$ cat config.mk
export PLATFORM = sky130hd
export DESIGN_NAME = lst_front
export DESIGN_NICKNAME = d
export VERILOG_FILES = /design/src/rtl/lst_pkg.sv /design/src/rtl/lst_front.sv
export SDC_FILE = /design/constraint.sdc
export NUM_CORES = 1
export LEC_CHECK = 0
export BUFFER_PORTS_ARGS = -buffer_cell sky130_fd_sc_hd__buf_2
export CORE_MARGIN = 2
export CORE_UTILIZATION = 50
export CTS_BUF_LIST = sky130_fd_sc_hd__clkbuf_16
export CTS_CLUSTER_DIAMETER = 60
export DETAILED_ROUTE_END_ITERATION = 8
export PLACE_DENSITY = 0.84
export SYNTH_ARGS = -nofsm -noshare
export SYNTH_HDL_FRONTEND = slang
export SYNTH_SLANG_ARGS = --single-unit
$ cat constraint.sdc
create_clock -name clk -period 6 [get_ports clk]
set_input_delay 0.6 -clock clk [delete_from_list [all_inputs] [get_ports clk]]
set_output_delay 0.6 -clock clk [all_outputs]
set_load 0.01 [all_outputs]
$ cat src/rtl/lst_pkg.sv
// Shared types and constants for the lock statistics table.
// Used by lst_front, lst_back and lock_statistics_table; no dependencies.
package lst_pkg;

  localparam int BUCKETS          = 1024;
  localparam int SLOTS_PER_BUCKET = 32;
  localparam int HASH_SHIFT       = 5;
  localparam int BUCKET_W         = $clog2(BUCKETS);
  localparam int SLOT_W           = $clog2(SLOTS_PER_BUCKET);
  localparam int SLOT_TOTAL       = BUCKETS * SLOTS_PER_BUCKET;
  localparam int IDX_W            = $clog2(SLOT_TOTAL);

  localparam int IN_DATA_W  = 136;
  localparam int OUT_DATA_W = 184;

  // event kinds
  localparam logic [1:0] KIND_LOCK   = 2'd0;
  localparam logic [1:0] KIND_TRY    = 2'd1;
  localparam logic [1:0] KIND_UNLOCK = 2'd2;
  localparam logic [1:0] KIND_CLEAR  = 2'd3;

  // result status codes
  localparam logic [1:0] STAT_EXIST = 2'd0;
  localparam logic [1:0] STAT_NEW   = 2'd1;
  localparam logic [1:0] STAT_OVF   = 2'd2;
  localparam logic [1:0] STAT_CLR   = 2'd3;

  typedef struct packed {
    logic [1:0]          kind;
    logic [31:0]         lock_address;
    logic [31:0]         caller_word;
    logic                got_first_try;
    logic                interrupts_masked;
    logic                has_thread;
    logic [31:0]         thread_depth;
    logic [31:0]         timestamp;
    logic [BUCKET_W-1:0] bucket;
    logic                is_clear;
  } qitem_t;

  typedef struct packed {
    logic [31:0] success_count;
    logic [31:0] fail_count;
    logic [31:0] masked_count;
    logic [31:0] depth_value;
    logic [31:0] time_value;
  } stats_t;

  typedef enum logic [1:0] {
    ST_CLR,
    ST_IDLE,
    ST_PROBE,
    ST_CLR_OUT
  } lst_state_t;

endpackage

$ cat src/rtl/lst_front.sv
// Front end: accepts events, derives the bucket, queues them (two deep).
// Depends on lst_pkg.
module lst_front
  import lst_pkg::*;
(
  input  logic                 clk,
  input  logic                 rst_n,
  input  logic                 in_tvalid,
  output logic                 in_tready,
  input  logic [IN_DATA_W-1:0] in_tdata,
  input  logic [1:0]           in_tuser,
  output logic                 q_valid,
  output qitem_t               q_item,
  input  logic                 q_pop
);

  qitem_t     fifo_r [2];
  logic       wr_ptr_r, wr_ptr_nxt;
  logic       rd_ptr_r, rd_ptr_nxt;
  logic [1:0] cnt_r, cnt_nxt;
  qitem_t     cls;
  logic       push;

  // classify incoming item
  always_comb begin
    cls.kind              = in_tuser;
    cls.lock_address      = in_tdata[31:0];
    cls.caller_word       = in_tdata[63:32];
    cls.got_first_try     = in_tdata[64];
    cls.interrupts_masked = in_tdata[65];
    cls.has_thread        = in_tdata[66];
    cls.thread_depth      = in_tdata[98:67];
    cls.timestamp         = in_tdata[130:99];
    cls.bucket            = in_tdata[HASH_SHIFT +: BUCKET_W];
    cls.is_clear          = (in_tuser == KIND_CLEAR);
  end

  assign in_tready = (cnt_r != 2'd2);
  assign push      = in_tvalid && in_tready;
  assign q_valid   = (cnt_r != 2'd0);
  assign q_item    = fifo_r[rd_ptr_r];

  // queue pointers
  always_comb begin
    wr_ptr_nxt = push  ? ~wr_ptr_r : wr_ptr_r;
    rd_ptr_nxt = q_pop ? ~rd_ptr_r : rd_ptr_r;
    cnt_nxt    = cnt_r + {1'b0, push} - {1'b0, q_pop};
  end

  always_ff @(posedge clk) begin
    if (!rst_n) begin
      wr_ptr_r <= 1'b0;
      rd_ptr_r <= 1'b0;
      cnt_r    <= 2'd0;
    end else begin
      wr_ptr_r <= wr_ptr_nxt;
      rd_ptr_r <= rd_ptr_nxt;
      cnt_r    <= cnt_nxt;
    end
  end

  always_ff @(posedge clk) begin
    if (push) begin
      fifo_r[wr_ptr_r] <= cls;
    end
  end

endmodule

# After elaboration in Yosys (flattened, before gate mapping)
# Memory sizes are Yosys's and may differ from the RTL's. A register that Yosys moved wholly into a read port is not among the register bits.
# Index checks and enable logic that the tools add are counted.
# totals
regBits	4
latchBits	0
ramBits	288
romBits	0
inputBits	142
out_inout_bits	146
elab_cells	16
memories	1
# classes
addsub	2
mul	0
n_div	0
order_cmp	0
n_eq_ne	2
n_shift	0
muxes	4
bitwise_logic	2
reduce_logical	2
# memory_table
name	words	word_bits	rd	rd_ports_with_merged_regs	wr	line	text
fifo_r	2	144	1	1	1	lst_front.sv:17	qitem_t fifo_r [2];
# op_table
operator	count
$mux 1	4
$add 2x1->2	1
$eq 2x2->1 const B	1
$ne 2x2->1 const B	1
$not 1->1	2
$reduce_bool 2->1	1
$sub 2x1->2	1
$logic_and 1x1->1	1

# Depth between registers and ports, before layout
# logic_depth
depth_word	4
mapped_depth	7
depth_no_buf	7

# Worst setup path after synthesis
# OpenSTA, ideal clock, no wires.
# synth_timing
kind	flip-flop to flip-flop
start	reg cnt_r[0]
end	mem fifo_r[1][0] (netlist bit) (enable)
setup_time_ns	0.510
t_arrival_ns	3.752
t_required_ns	5.490
slack_ns	1.738
path_stages_with_launch	3
n_path_buf	0
period_less_slack_ns	4.262
cell_sequence	dfxtp_1 > nand2b_1 > and3_1
# synth_via
elab_chain_cells	4
# synth_lines
element	line	text
start, declared	lst_front.sv:20	logic [1:0] cnt_r, cnt_nxt;
start signal, assigned	lst_front.sv:58	cnt_r <= cnt_nxt;
$ne 2x2->1	lst_front.sv:38	assign in_tready = (cnt_r != 2'd2);
named net in_tready	lst_front.sv:9	output logic in_tready,
$logic_and 1x1->1	lst_front.sv:39	assign push = in_tvalid && in_tready;
$mux 1	lst_front.sv:63	if (push) begin
$mux 1 (not written as such)	lst_front.sv:64	fifo_r[wr_ptr_r] <= cls;
end, declared	lst_front.sv:17	
# The timed path passes the listed nets, and every way through them passes these cells.

==> impl_metrics.json <==
{
  "gr-usage-all-layers_pct": 16.9,
  "power_density_nw_per_um2": 360,
  "drv_cap": 0,
  "path_class": "flip-flop to output pin",
  "cts_num_sinks": 273,
  "cts_setup_buffers": 0,
  "wl_mm": 18.9,
  "drcViolationCount": 0,
  "timing.hold.ws_ps": 259,
  "post-dp-hpwl_mm": 12.4,
  "period_share_pct": 52.7,
  "ios": 288,
  "fill_cells": 1418,
  "hold_viol": 0,
  "cts_root_buf": "clkbuf_16",
  "drive_above_1_share_pct": 61.1,
  "grt_pass1_vias": 5465,
  "portBuffers": 282,
  "vias": 5196,
  "met3_length_mm": 1.70,
  "num_rows": 52,
  "skew_ps": 12.4,
  "critical_path.max_fanout": 52,
  "path_cells": "buf_4, mux2_2, buf_2",
  "avgSynthCellArea_um2": 22.5,
  "end_kind": "output pin",
  "drt_iter0_drc": 202,
  "worst-path-buf-inv": 2,
  "die_h_um": 147,
  "rsz0062_at_grt": "false",
  "cp_top_family": "buffers and inverters",
  "place_inst": 988,
  "max_slew_margin_pct": 40.6,
  "antenna_found_initial": 3,
  "htreeDepth": 1,
  "critPathMaxStageDelay_ps": 750,
  "ir_drop_mv": 0.243,
  "start_util_pct": 50.8,
  "cts_tree": "built",
  "synthCells": 456,
  "synth_fp_nets": 599,
  "tns_ps": 0,
  "met1_length_mm": 6.66,
  "grt_overflow": 0,
  "worstMarginPinSlew_ps": 892,
  "antenna_left": 0,
  "ys_seq_elements": 273,
  "layout.nets": 890,
  "status": "finished, final reports clean",
  "clkTransAtPathRegs_ps": 60,
  "slew_violations": 0,
  "core_area_um2": 20200,
  "layout_commonest_cell": "buf_2",
  "wire_per_inst_um": 18.2,
  "fmax_ghz": 0.317,
  "fin_crit_ps": 3160,
  "syn_area_um2": 10300,
  "areaGrowthSynthToFinish_pct": 24.3,
  "wl_met2_mm": 9.80,
  "synthDistinctLibCells": 25,
  "clock_latency_ps": 520,
  "ys_warn_count": 0,
  "grt_max_degree": 74,
  "critPathArrivalTime_ps": 2560,
  "layout.cells.non_filler": 1039,
  "cts_buffers": 27,
  "final_cell_mix": "buf_2, edfxtp_1, mux2_2",
  "leakagePower_uw": 0.00494,
  "cts_max_path_buffers": 3,
  "top_layer": "met5",
  "grt_pass1_wl_mm": 28.4,
  "gp_congestion": 0.743,
  "holdCritPathClass": "primary input to flip-flop",
  "synth.yosys.seq_area_share_pct": 79.5,
  "drt-pass1-iter-count": 5,
  "viasPerCell": 5.00,
  "die_w_um": 147,
  "cts.repair.resized": 0,
  "setup_viol": 0,
  "crit_required_ps": 5400,
  "cp-start-kind": "flip-flop",
  "cts_hold_buffers": 0,
  "critPathSlowestCell": "buf_4",
  "dieArea_um2": 21700
}
sequential cells by signal, summed over array words and instances, names as in the netlist, named ones only:
| signal | flops |
|---|---|
| cnt_r | 2 |
| fifo_r | 268 |
| wr_ptr_r | 1 |
| rd_ptr_r | 1 |
synthesized netlist by cell type:
| library cell | instances | area share (%) |
|---|---|---|
| a211o_1 | 1 | 0.085 |
| a211oi_1 | 1 | 0.073 |
| a21bo_2 | 1 | 0.098 |
| a21boi_0 | 1 | 0.073 |
| a21boi_2 | 1 | 0.11 |
| and2_1 | 4 | 0.24 |
| and3_1 | 1 | 0.061 |
| buf_2 | 7 | 0.34 |
| buf_4 | 10 | 0.73 |
| buf_6 | 8 | 0.88 |
| dfxtp_1 | 5 | 0.98 |
| edfxtp_1 | 268 | 78 |
| ha_1 | 1 | 0.12 |
| inv_1 | 2 | 0.073 |
| mux2_2 | 74 | 8.1 |
| mux2_4 | 60 | 8.8 |
| mux2i_1 | 1 | 0.098 |
| nand2_1 | 2 | 0.073 |
| nand2b_1 | 1 | 0.061 |
| nand3_1 | 1 | 0.049 |
| nand3b_1 | 2 | 0.15 |
| nor4b_1 | 1 | 0.085 |
| or2_2 | 1 | 0.061 |
| xnor2_1 | 1 | 0.085 |
| xor2_1 | 1 | 0.085 |
logic make-up (layout without fill, tap and decap cells):
group                      after synthesis  in the layout  synth area share [%]
buffers and inverters                   27            339                  2.03
DFF                                    273            273                  79.5
other                                    0              1                     0
xor gates and xnor gates                 2              2                 0.171
muxes                                  135            135                  17.0
and+or+nand+nor                         13             13                 0.781
adders and majority gates                1              1                 0.122
AOI/OAI and AO/OA                        5              5                 0.439
where the power goes:
part	switching, uW	internal [uW]	leakage [uW]
sequential	46.1	2290	0.00254
combinational	317	282	0.00194
clock	661	990	0.000457
through the flow:
stage          power, uW  cell area [um^2]  utilization, %  setup WS, ps
2_1_floorplan       2760             10300               -          1740
6_report            4580             12700            63.2          2840
3_3_place_gp        2950             11900            58.8          3270
4_1_cts             4640             12700            63.2          2790
3_5_place_dp        2980             11900            58.8          3240
5_1_grt             4760             12700            63.2          2690
cell type report:
class	count	area (um^2)	area share, %
multi-input cells	156	1900	14.9
flip-flops and latches	273	8150	63.9
inverters	2	12.5	0.0981
clock inverters	23	215	1.69
repair buffers	287	1450	11.4
diodes	1	2.50	0.0196
clock buffers	27	676	5.30
well taps	270	338	2.65
final timing paths:
path,start,endpoint,slack (ps),cells past startpoint
worst min-delay path,in_tdata[8],fifo_r[0][118],260,1
worst min register to register,rd_ptr_r,flip-flop,580,2
worst max register to register,cnt_r[0],fifo_r[0][36],3370,4
worst max-delay path,flip-flop,q_item[120],2840,3
layer usage:
layer  vias to the layer above  global-route usage (%)
met2                       231                    30.2
met5                         -                       0
li1                       2391                       -
met4                         4                    6.97
met1                      2512                    18.5
met3                        58                    5.65
(Power assumes the default switching activity.)
